===== src/frpa_pkg.sv =====
// ----------------------------------------------------------------------------
// frpa_pkg
// Shared types and constants of the frame ring page allocator.
// ----------------------------------------------------------------------------
`default_nettype none
package frpa_pkg;

  localparam int MAX_PAGES_DEF  = 64;
  localparam int MAX_FRAMES_DEF = 8;

  localparam int SIZE_W   = 21;
  localparam int SHIFT_W  = 5;
  localparam int PAGE_W   = 6;
  localparam int OFF_W    = 20;
  localparam int STAT_W   = 2;
  localparam int FCYC_W   = 4;
  localparam int CFG_IDX_W = 1;

  localparam logic [SIZE_W-1:0] PAGE_LIMIT = 21'd1048576;
  localparam logic [SHIFT_W-1:0] MAX_SHIFT = 5'd20;

  localparam logic [STAT_W-1:0] ST_OK   = 2'd0;
  localparam logic [STAT_W-1:0] ST_BIG  = 2'd1;
  localparam logic [STAT_W-1:0] ST_POOL = 2'd2;

  localparam logic MODE_ALLOC = 1'b0;
  localparam logic MODE_CYCLE = 1'b1;

  localparam logic [CFG_IDX_W-1:0] REG_PAGE_SIZE    = 1'd0;
  localparam logic [CFG_IDX_W-1:0] REG_FRAME_CYCLES = 1'd1;

  typedef enum logic [3:0] {
    S_IDLE,
    S_AL_CHK,
    S_AL_RDL,
    S_AL_RDF,
    S_AL_CMP,
    S_AL_MISS,
    S_AL_FQ,
    S_CYC_MOD,
    S_CYC_RD,
    S_CYC_WR,
    S_CYC_END,
    S_EMIT
  } state_t;

  typedef struct packed {
    logic load;
    logic scan_start;
    logic rd_list;
    logic rd_fill;
    logic take_fit;
    logic scan_next;
    logic rd_fq;
    logic take_fq;
    logic take_new;
    logic fail_big;
    logic fail_pool;
    logic mod_step;
    logic cl_wr;
    logic cl_done;
    logic emit;
  } cmd_t;

  typedef struct packed {
    logic mode_cycle;
    logic oversize;
    logic fits;
    logic i_last;
    logic n_zero;
    logic list_full;
    logic fq_empty;
    logic pool_full;
    logic mod_ge;
    logic out_free;
  } sts_t;

endpackage
`default_nettype wire


===== src/frpa_ctrl.sv =====
// ----------------------------------------------------------------------------
// frpa_ctrl
// Sequencer that steps the datapath through allocation and frame advance.
// ----------------------------------------------------------------------------
`default_nettype none
module frpa_ctrl (
  input  wire                clk,
  input  wire                rst_n,
  input  wire                in_valid,
  output logic               in_ready,
  input  frpa_pkg::sts_t     sts,
  output frpa_pkg::cmd_t     cmd
);
  import frpa_pkg::*;

  state_t state_r, state_nxt;

  always_ff @(posedge clk) begin
    if (!rst_n) begin
      state_r <= S_IDLE;
    end else begin
      state_r <= state_nxt;
    end
  end

  always_comb begin
    state_nxt = state_r;
    cmd       = '0;
    in_ready  = 1'b0;
    unique case (state_r)
      S_IDLE: begin
        in_ready = 1'b1;
        if (in_valid) begin
          cmd.load  = 1'b1;
          state_nxt = S_AL_CHK;
        end
      end
      S_AL_CHK: begin
        if (sts.mode_cycle) begin
          state_nxt = S_CYC_MOD;
        end else if (sts.oversize) begin
          cmd.fail_big = 1'b1;
          state_nxt    = S_EMIT;
        end else begin
          cmd.scan_start = 1'b1;
          state_nxt      = sts.n_zero ? S_AL_MISS : S_AL_RDL;
        end
      end
      S_AL_RDL: begin
        cmd.rd_list = 1'b1;
        state_nxt   = S_AL_RDF;
      end
      S_AL_RDF: begin
        cmd.rd_fill = 1'b1;
        state_nxt   = S_AL_CMP;
      end
      S_AL_CMP: begin
        if (sts.fits) begin
          cmd.take_fit = 1'b1;
          state_nxt    = S_EMIT;
        end else if (sts.i_last) begin
          state_nxt = S_AL_MISS;
        end else begin
          cmd.scan_next = 1'b1;
          state_nxt     = S_AL_RDL;
        end
      end
      S_AL_MISS: begin
        priority if (sts.list_full) begin
          cmd.fail_pool = 1'b1;
          state_nxt     = S_EMIT;
        end else if (!sts.fq_empty) begin
          cmd.rd_fq = 1'b1;
          state_nxt = S_AL_FQ;
        end else if (!sts.pool_full) begin
          cmd.take_new = 1'b1;
          state_nxt    = S_EMIT;
        end else begin
          cmd.fail_pool = 1'b1;
          state_nxt     = S_EMIT;
        end
      end
      S_AL_FQ: begin
        cmd.take_fq = 1'b1;
        state_nxt   = S_EMIT;
      end
      S_CYC_MOD: begin
        if (sts.mod_ge) begin
          cmd.mod_step = 1'b1;
        end else begin
          cmd.scan_start = 1'b1;
          state_nxt      = sts.n_zero ? S_CYC_END : S_CYC_RD;
        end
      end
      S_CYC_RD: begin
        cmd.rd_list = 1'b1;
        state_nxt   = S_CYC_WR;
      end
      S_CYC_WR: begin
        cmd.cl_wr = 1'b1;
        if (sts.i_last) begin
          state_nxt = S_CYC_END;
        end else begin
          cmd.scan_next = 1'b1;
          state_nxt     = S_CYC_RD;
        end
      end
      S_CYC_END: begin
        cmd.cl_done = 1'b1;
        state_nxt   = S_EMIT;
      end
      S_EMIT: begin
        if (sts.out_free) begin
          cmd.emit  = 1'b1;
          state_nxt = S_IDLE;
        end
      end
      default: state_nxt = S_IDLE;
    endcase
  end

endmodule
`default_nettype wire


===== config.mk =====
export PLATFORM = sky130hd
export DESIGN_NAME = frpa_ctrl
export DESIGN_NICKNAME = d
export VERILOG_FILES = /design/src/frpa_pkg.sv /design/src/frpa_ctrl.sv
export SDC_FILE = /design/constraint.sdc
export NUM_CORES = 1
export LEC_CHECK = 0
export ABC_AREA = 1
export BUFFER_PORTS_ARGS = -buffer_cell sky130_fd_sc_hd__buf_2
export CAP_MARGIN = 20
export CORE_AREA = 2 2 39 41
export CTS_CLUSTER_DIAMETER = 100
export DETAILED_ROUTE_END_ITERATION = 10
export DIE_AREA = 0 0 41 43
export PLACE_DENSITY = 0.76
export RECOVER_POWER = 25
export SYNTH_ARGS = -nofsm -noshare
export SYNTH_HDL_FRONTEND = slang
export SYNTH_SLANG_ARGS = --single-unit

===== constraint.sdc =====
create_clock -name clk -period 3.1 [get_ports clk]
set_clock_uncertainty 0.15 [all_clocks]
set_input_delay 0.465 -clock clk [delete_from_list [all_inputs] [get_ports clk]]
set_output_delay 0.465 -clock clk [all_outputs]
set_load 0.02 [all_outputs]

# Yosys cells after proc, flatten, opt, wreduce, memory -nomap -nowiden
# Index checks and enable logic that the tools add are counted.
[totals]
register_bits = 4
in_bits = 13
out_inout_bits = 16
elab_cells = 67
[op_classes]
eq_ne = 14
mux = 48
n_reduce_logical = 4
[ops]
columns = ["operator", "count"]
rows = [
  ["one-hot mux 4 bit (11 select lines)", 1],
  ["2-to-1 mux 1 bit", 33],
  ["2-to-1 mux 4 bit", 8],
  ["equality test 4 x 3 -> 1 bit, second input constant", 4],
  ["equality test 4 bit, second input constant", 4],
  ["equality test 4 x 2 -> 1 bit, second input constant", 2],
  ["2-to-1 mux 3 bit", 2],
  ["inequality test 2 bit, second input constant", 3],
  ["equality test 4 x 1 -> 1 bit, second input constant", 1],
  ["logical NOT 4 bit", 1],
  ["2-to-1 mux 2 bit", 2],
  ["one-hot mux 1 bit (2 select lines)", 2],
  ["OR reduction 2 bit", 2],
  ["AND reduction 3 bit", 1],
]

# Depth between registers and ports, before layout
# Gate-level depths: netlist of the first run.
[depth]
ltp_word = 4
mapped_depth = 9
ltp_nobuf = 9

# Worst setup path before layout of the first run
# OpenSTA, ideal clock, no wires.
[synth_timing]
path_type = "flip-flop to output port"
from = "register state_r[0]"
to = "output cmd[6] (netlist name)"
arrival_time_ns = 1.327
required_time_ns = 2.485
path_slack_ns = 1.158
path_stages_with_launch = 5
path_buffers = 0
cell_sequence = "dfxtp_1 inv_1 nor2_2 nand2_1 nor4_1"
[synth_rtl]
columns = ["item", "line_no", "source"]
rows = [
  ["from (decl)", "frpa_ctrl.sv:16", "state_t state_r, state_nxt;"],
  ["from (signal assigned)", "frpa_ctrl.sv:22", "state_r <= state_nxt;"],
  ["to (decl)", "frpa_ctrl.sv:12", "output frpa_pkg::cmd_t cmd"],
]

==> summary.md, run 1 <==
| Metric | Value |
|---|---|
| Peak VDD IR | `0.0003827 V` |
| Drt pass-1 iters | `4` |
| Post-synth EDFFs | `0` |
| Top Ports | `29` |
| CTS Buffer Depth | `2` |
| Synth warn | `0` |
| Req. time, crit path | `2480 ps` |
| Total CTS buffers | `3` |
| DRC viols | `0` |
| Port bufs | `28` |
| Post-Synth Simple-Gate Area | `53.99%` |
| Die Y | `43 µm` |
| Share of cells above drive strength 1 | `roughly 23%` |
| Area of the multi-input gates | `347.8 µm²` |
| Crit-path cells | `inv_1 -> nand2_1 -> nor2_1 -> inv_1 -> o32ai_1 -> buf_2` |
| Hpwl dp | `1251 µm` |
| WP buf/inv | `3` |
| Initial cell density of the core | `38.52%` |
| Clk slew on worst S/H paths | `40 ps` |
| Final Core Density | `between 50 and 60%` |
| DRT iter0 DRCs | `24` |
| Nets | `157` |
| Overflow after GRT | `0` |
| Wire length per cell | `9.411 µm` |
| Via density | `around 4.8` |
| Crit path max fanout | `4` |
| Routability cong. | `0.8720` |
| Largest family of logic cells by synthesized area | `simple AND/OR/NAND/NOR gates` |
| Post-CTS Setup Bufs | `0` |
| Xor/xnor share of the synthesized area | `0%` |
| Post-CTS Hold Fix Bufs | `0` |
| Fin area | `approximately 710 µm²` |
| Synthesis-to-layout area growth | `34.04%` |
| Placed instance area | `693.2 µm²` |
| Power density cells | `726.2 nW/µm²` |
| Max-cap violation count | `0` |
| Shortest period the worst path allows | `2064 ps` |
| Pins over their slew limit | `0` |
| Synth area leader | `nand2_1` |
| Worst path slowest cell | `dfxtp_1` |
| Fillers | `152` |
| Yosys reg bits | `4` |
| FF/Latch Area | `80.08 µm²` |
| Slew @ Worst Pin | `436.6 ps` |
| Seq/Total Area, Yosys | `15.02%` |
| Setup TNS | `0 ps` |
| Final hold violations | `0` |
| Worst path max stage delay | `330 ps` |
| Post-synth top flop | `dfxtp_1` |
| Final period util | `between 60% and 70%` |
| Die Width | `41 µm` |
| Top cell type's share of synthesized area | `21.83%` |
| Setup WS pre-CTS | `1297 ps` |
| Core ar. | `1384 µm²` |
| Final setup violating endpoints | `0` |
| F_max | `484.6 MHz` |
| Mux share of post-synthesis cell area | `0%` |
| FFs w/ async S/R, synth | `0%` |
| Family with the most delay on the worst path | `buffers and inverters` |
| Vias in the first global route | `slightly above 600` |
| Reg2reg setup slack | `1570 ps` |
| Mapped cell area | `~530 µm²` |
| Detail Route Antenna Nets | `0` |
| Top post-synthesis cells by count | `nand2_1, inv_1, nor2_1` |
| Row count | `14` |
| Most frequent cell after synthesis | `nand2_1` |
| Clk root buf | `clkbuf_4` |
| Biggest regs | `state_r (4)` |
| CP startpoint kind | `flip-flop` |
| Setup CP Type | `reg -> out` |
| Synth cell types | `15` |
| Syn Inst Count | `roughly 110` |
| First-pass GRT wire length | `about 2300 µm` |
| Most used cell, CP | `inv_1` |
| Number of antenna violations at the first check in global routing | `0` |
| Hold crit path type | `in -> reg` |
| Overall routing resource usage | `18.96%` |
| Static leakage | `0.5090 nW` |
| Vias | `between 700 and 800` |
| Crit path DAT | `roughly 1500 ps` |
| Crit path setup slack, layout | `1037 ps` |
| Syn Nets | `around 120` |
| Total length of routed wires | `1487 µm` |
| Post-Synth Adder-Cell Area | `0%` |
| Max FFs per register | `4` |
| Antenna diodes | `0` |
| Crit. End Element | `primary output` |
| CTS tree | `built` |
| Clock sinks | `4` |
| Complex-gate fraction of the synthesized area | `around 11%` |
| Number of gates resized after CTS | `0` |
| Largest net degree at the start of global routing | `10` |
| RSZ-0062 raised after global routing | `false` |
| Clock latency at the later pin of the worst-skew pair | `230 ps` |
| Largest Register | `state_r` |
| Die area | `~1800 µm²` |
| Synth top area cells | `nand2_1, inv_1, dfxtp_1, nor2_1, nand3_1` |
| Avg Cell Area, Syn | `4.802 µm²` |
| Status | `finished clean` |
| Relative slew margins | `70.79%` |
| H-tree Lvls | `1` |
-- through the flow --
stage,hold WS (ps),power (mW),cells
2_1_floorplan,429.8,0.3496,111
3_3_place_gp,467.1,0.4472,155
3_5_place_dp,470.9,0.4523,155
4_1_cts,353.3,0.5191,158
5_1_grt,385.3,0.5650,158
6_report,359.6,0.5189,158
-- layout by cell type (no fill, tap or decap) --
master / Yosys / layout
nand2_1: 31 / 31
inv_1: 27 / 28
buf_2: 0 / 27
nor2_1: 19 / 19
nand3_1: 12 / 12
a21oi_1: 5 / 5
o21ai_0: 4 / 4
dfxtp_1: 4 / 4
clkbuf_4: 0 / 3
nor3_1: 2 / 2
nor2_4: 1 / 1
nor2_2: 1 / 1
o32ai_1: 1 / 1
o22ai_1: 1 / 1
nor4_1: 1 / 1
nand2_2: 1 / 1
clkbuf_1: 0 / 1
-- worst min-delay path, cell delays in order --
cell     delay [ps]
buf_2            70
inv_1            60
a21oi_1         110
-- worst paths after layout --
check | cells past startpoint | startpoint | to
hold reg to reg | 4 | state_r[2] | state_r[2]
setup reg to reg | 6 | state_r[1] | state_r[1]
hold / removal | 3 | rst_n | state_r[0]
setup / recovery | 6 | state_r[2] | cmd[13]
-- per-layer routing --
| layer | global-route usage, % | up-vias | routed length, µm | share of wire (%) |
|---|---|---|---|---|
| met1 | 23.08 | 334 | 662 | 45 |
| li1 | - | 400 | - | - |
| met3 | 2.094 | 6 | 81 | 5.4 |
| met4 | 9.333 | 0 | 36 | 2.4 |
| met2 | 30.94 | 26 | 706 | 47 |
| met5 | 0 | - | 0 | 0 |
-- layout make-up --
cell class,count,share of cell area (%)
multi-input cells,79,48.69
repair buffers,28,19.44
inverters,28,14.71
flip-flops and latches,4,11.21
clock buffers,3,3.152
well taps,16,2.802
-- cell families after synthesis --
kind of cell / count (synthesis)
buf+inv: 28
compound gates: 11
flops: 4
simple gates: 68
-- report_power, final --
group          internal, mW  total (mW)  switching (mW)  leakage (nW)
Clock                0.0433      0.0644          0.0211        0.0138
Sequential           0.0712      0.0928          0.0216        0.0328
Combinational         0.111       0.362           0.251         0.462
No activity file was read; power rests on OpenSTA's default activity.
==> run 2: changes to the inputs <==
- clock period: 3.1 -> 2.02 ns (I/O delays scaled with it)
==> summary.md, run 2 (synthesis results as in run 1) <==
| Metric | Value |
|---|---|
| Drt pass-1 iters | `4` |
| Max-cap violation count | `0` |
| Total length of routed wires | `1489 µm` |
| Crit path max fanout | `6` |
| Overflow after GRT | `0` |
| DRC viols | `0` |
| Setup CP Type | `reg -> out` |
| Most common cell after layout, fill and taps aside | `nand2_1` |
| Vias in the first global route | `610` |
| Hpwl dp | `~1300 µm` |
| Number of antenna violations at the first check in global routing | `0` |
| Clk root buf | `clkbuf_4` |
| Die Y | `43 µm` |
| Final period util | `93.62%` |
| CP startpoint kind | `flip-flop` |
| Hold path depth | `3` |
| Setup TNS | `0 ps` |
| Final Core Density | `51.90%` |
| RSZ-0062 raised after global routing | `false` |
| Post-CTS Hold Fix Bufs | `0` |
| Clk slew on worst S/H paths | `40 ps` |
| Via density | `4.905` |
| Overall routing resource usage | `18.96%` |
| Post-CTS Setup Bufs | `0` |
| Vias | `775` |
| Routability cong. | `0.8720` |
| Max FFs per register | `4` |
| Die Width | `41 µm` |
| F_max | `528.8 MHz` |
| Share of cells above drive strength 1 | `24.65%` |
| Worst r2r path cells | `6` |
| Clock latency at the later pin of the worst-skew pair | `230 ps` |
| Shortest period the worst path allows | `1891 ps` |
| Wire length per cell | `9.424 µm` |
| Largest net degree at the start of global routing | `10` |
| Static leakage | `0.5133 nW` |
| First-pass GRT wire length | `about 2300 µm` |
| Most frequent cells in the layout | `nand2_1, inv_1, buf_2` |
| Core ar. | `between 1000 and 1500 µm²` |
| Crit. End Element | `primary output` |
| Pins over their slew limit | `0` |
| Nets | `around 160` |
| FF/Latch Area | `80.08 µm²` |
| Port bufs | `28` |
| Area of the multi-input gates | `350.3 µm²` |
| Detail Route Antenna Nets | `0` |
| Largest Register | `state_r` |
| Antenna diodes | `0` |
| Synthesis-to-layout area growth | `34.74%` |
| Reg2reg setup slack | `490 ps` |
| Total CTS buffers | `3` |
| Final hold violations | `0` |
| DRT iter0 DRCs | `26` |
| Clock sinks | `4` |
| Number of gates resized after CTS | `0` |
| Row count | `14` |
| Top Ports | `29` |
| Fillers | `about 150` |
| Req. time, crit path | `1570 ps` |
| Initial cell density of the core | `approximately 39%` |
| Relative slew margins | `70.67%` |
| Final setup violating endpoints | `0` |
| Power density cells | `~1100 nW/µm²` |
| Status | `finished clean` |
| CTS tree | `built` |
| Biggest regs | `state_r (4)` |
| Peak VDD IR | `0.0005883 V` |
| Crit path DAT | `between 1000 and 1500 ps` |
| Slew @ Worst Pin | `438.4 ps` |
| CTS Buffer Depth | `2` |
| H-tree Lvls | `1` |
| Hold crit path type | `in -> reg` |
| Die area | `1763 µm²` |
run 2: changes by cell type in the layout (fill, tap and decap cells not counted), sizes merged:
cell	change
buf	+1
clkbuf	-1
run 2: layer usage:
| metal | GRT usage (%) | share of wire (%) |
|---|---|---|
| met5 | 0 | 0 |
| met4 | 9.333 | 2.4 |
| met3 | 2.094 | 6.6 |
| met2 | 30.94 | 48 |
| met1 | 23.08 | 43 |
run 2: area by class of cell:
| type | instances | share of cell area (%) |
|---|---|---|
| clock buffer | 3 | 3.136 |
| inverter | 28 | 14.63 |
| multi-input combinational | 79 | 48.78 |
| sequential | 4 | 11.15 |
| tap | 16 | 2.787 |
| timing repair buffer | 28 | 19.51 |
run 2: power by group:
part	internal (mW)	switching (mW)	total [mW]
registers	0.109	0.0330	0.142
clock network	0.0664	0.0324	0.0988
logic	0.172	0.388	0.560
run 2: path summary, 6_finish.rpt:
path              startpoint         end
setup / recovery  state_r[1]     cmd[12]
hold / removal         rst_n  state_r[0]
setup reg to reg  state_r[1]  state_r[1]
hold reg to reg   state_r[2]  state_r[2]
run 2: per-stage QoR:
step / power [mW] / cell area [µm²] / worst slack [ps] / cells / hold slack, ps
floorplan: 0.5366 / 533.0 / 240.5 / 111 / 318.7
global placement: 0.6863 / 693.2 / 397.2 / 155 / 432.2
detailed placement: 0.6941 / 693.2 / 378.9 / 155 / 437.0
CTS: 0.7966 / 715.7 / 124.6 / 158 / 191.3
global route: 0.8728 / 718.2 / 0.4401 / 158 / 223.3
finish: 0.8013 / 718.2 / 128.8 / 158 / 197.7
run 2: worst max-delay path, stage by stage, from the launching register on:
cell	delay (ps)
dfxtp_1	330
nor2_1	370
inv_1	120
o21ai_0	190
buf_2	200
==> run 3: changes to the inputs <==
- ABC_AREA: 1 -> 0
- CORE_AREA: 2 2 39 41 -> default
- CORE_UTILIZATION: default -> 46
- DIE_AREA: 0 0 41 43 -> default
- PLACE_DENSITY: 0.76 -> 0.81
==> summary.md, run 3 <==
| Metric | Value |
|---|---|
| Status | `finished clean` |
| Seq/Total Area, Yosys | `roughly an eighth` |
| Setup CP Type | `reg -> out` |
| Placed insts | `between 100 and 150` |
| Largest net degree at the start of global routing | `13` |
| Post-synth EDFFs | `0` |
| WHS Endpoint | `state_r[1]` |
| Post-synth top flop | `dfxtp_1` |
| Die Width | `39.75 µm` |
| FFs w/ async S/R, synth | `0%` |
| Clk root buf | `clkbuf_4` |
| Share of cells above drive strength 1 | `~37%` |
| Total length of routed wires | `1732 µm` |
| Pins over their slew limit | `0` |
| Hold slack | `168.5 ps` |
| Final Core Density | `60.59%` |
| Reg2reg setup slack | `370 ps` |
| End of the worst register-to-register path | `state_r[1]` |
| RSZ-0062 raised after global routing | `false` |
| DRC viols | `0` |
| Most frequent cells in the layout | `buf_2, nor3_1, nor2_1` |
| CP startpoint kind | `flip-flop` |
| Total CTS buffers | `3` |
| Yosys reg bits | `4` |
| Number of antenna violations at the first check in global routing | `0` |
| H-tree Lvls | `1` |
| Setup TNS | `0 ps` |
| Static leakage | `0.3927 nW` |
| Row count | `13` |
| Syn Nets | `102` |
| Hold crit path type | `in -> reg` |
| Reg2Reg Launch Point | `state_r[2]` |
| Placed instance area | `773.2 µm²` |
| Largest Register | `state_r` |
| Crit-path cells | `buf_4 -> nand3b_1 -> nor4b_2 -> buf_2` |
| Biggest regs | `state_r (4)` |
| CTS Buffer Depth | `2` |
| Synth top area cells | `dfxtp_1, clkbuf_8, nor3_1, a21oi_1, nor2_1` |
| Crit path max fanout | `10` |
| Clk slew on worst S/H paths | `around 50 ps` |
| Worst Min Path Start | `rst_n` |
| Crit path setup slack, layout | `121.3 ps` |
| Mapped cell area | `655.6 µm²` |
| Wire length per cell | `13.02 µm` |
| Drt pass-1 iters | `4` |
| Syn Inst Count | `89` |
| Worst r2r path cells | `5` |
| Vias in the first global route | `between 600 and 700` |
| Initial cell density of the core | `49.76%` |
| First-pass GRT wire length | `2656 µm` |
| Top post-synthesis cells by count | `nor3_1, nor2_1, a21oi_1` |
| Family with the most delay on the worst path | `simple AND/OR/NAND/NOR gates` |
| Detail Route Antenna Nets | `0` |
| Max FFs per register | `4` |
| WP buf/inv | `2` |
| Most frequent cell after synthesis | `nor3_1` |
| Req. time, crit path | `1570 ps` |
| Overall routing resource usage | `between 20% and 30%` |
| Shortest period the worst path allows | `~1900 ps` |
| Synthesis-to-layout area growth | `21.76%` |
| Worst path slowest cell | `dfxtp_1` |
| Port bufs | `28` |
| Antenna diodes | `0` |
| Crit. End Element | `primary output` |
| Clock latency at the later pin of the worst-skew pair | `250 ps` |
| Max-cap violation count | `0` |
| Vias | `773` |
| Crit path DAT | `about 1500 ps` |
| Power density cells | `1346 nW/µm²` |
| Final setup violating endpoints | `0` |
| Die Y | `39.75 µm` |
| Relative slew margins | `80.40%` |
| Setup WS pre-CTS | `293.9 ps` |
| Hpwl dp | `about 1300 µm` |
| Overflow after GRT | `0` |
| Synth area leader | `dfxtp_1` |
| Slew @ Worst Pin | `~290 ps` |
| Synth warn | `0` |
| Post-CTS Hold Fix Bufs | `0` |
| Top Ports | `29` |
| Avg Cell Area, Syn | `~7.4 µm²` |
| Synth cell types | `between 40 and 50` |
| Overall power | `~1.1 mW` |
| Via density | `5.812` |
| Peak VDD IR | `between 0.0009 and 0.001 V` |
| Nets | `133` |
| Top cell type's share of synthesized area | `12.21%` |
| Most common cell after layout, fill and taps aside | `buf_2` |
| Core ar. | `1318 µm²` |
| Fin cells | `133` |
| Final period util | `94.00%` |
| DRT iter0 DRCs | `26` |
| Routability cong. | `0.8059` |
| Fin area | `798.3 µm²` |
| Worst path max stage delay | `370 ps` |
| Final hold violations | `0` |
| Die area | `roughly 1600 µm²` |
| Hold path depth | `2` |
| Clock sinks | `4` |
| CTS tree | `built` |
| F_max | `526.7 MHz` |
==> run 3: logic make-up (layout without fill, tap and decap cells) <==
logic type      after synthesis  count (layout)  share of synthesized area (%)
buf+inv                      12              41                          15.84
compound gates               25              25                          25.77
xor+xnor                      1               1                          1.336
flops                         4               4                          12.21
simple gates                 47              47                          44.85
==> run 3: worst max-delay path by stage <==
stage,startpoint,end,slack (ps),cells after the start
floorplan,state_r[2],cmd[9],230,5
global placement,state_r[0],cmd[6],330,4
detailed placement,state_r[0],cmd[6],290,4
CTS,state_r[2],cmd[9],50,5
global route,state_r[1],cmd[6],3,4
finish,state_r[1],cmd[6],120,4
==> run 3: routing by layer <==
| metal | vias up | global-route usage (%) | routed length, µm |
|---|---|---|---|
| li1 | 389 | - | - |
| met1 | 360 | 31.67 | 792 |
| met2 | 22 | 41.39 | 852 |
| met3 | 2 | 6.818 | 77 |
| met4 | 0 | 9.483 | 9 |
| met5 | - | 0 | 0 |
==> run 3: power breakdown <==
group / internal, mW / switching [mW] / total (mW) / leakage (nW)
sequential: 0.121 / 0.0899 / 0.211 / 0.0340
clock: 0.0668 / 0.0376 / 0.104 / 0.0138
combinational: 0.334 / 0.425 / 0.759 / 0.345
==> run 3: cell type report <==
| class | count | area (µm²) |
|---|---|---|
| Clock buffer | 3 | 22.52 |
| Fill cell | 133 | 519.2 |
| Inverter | 5 | 18.77 |
| Multi-Input combinational cell | 73 | 478.0 |
| Sequential cell | 4 | 83.83 |
| Tap cell | 15 | 18.77 |
| Timing Repair Buffer | 33 | 176.4 |
==> run 3: what timing repair did <==
action                     in CTS  in global routing
setup endpoints to repair       0                  3
gates resized for setup         0                  3
buffers inserted                0                  0
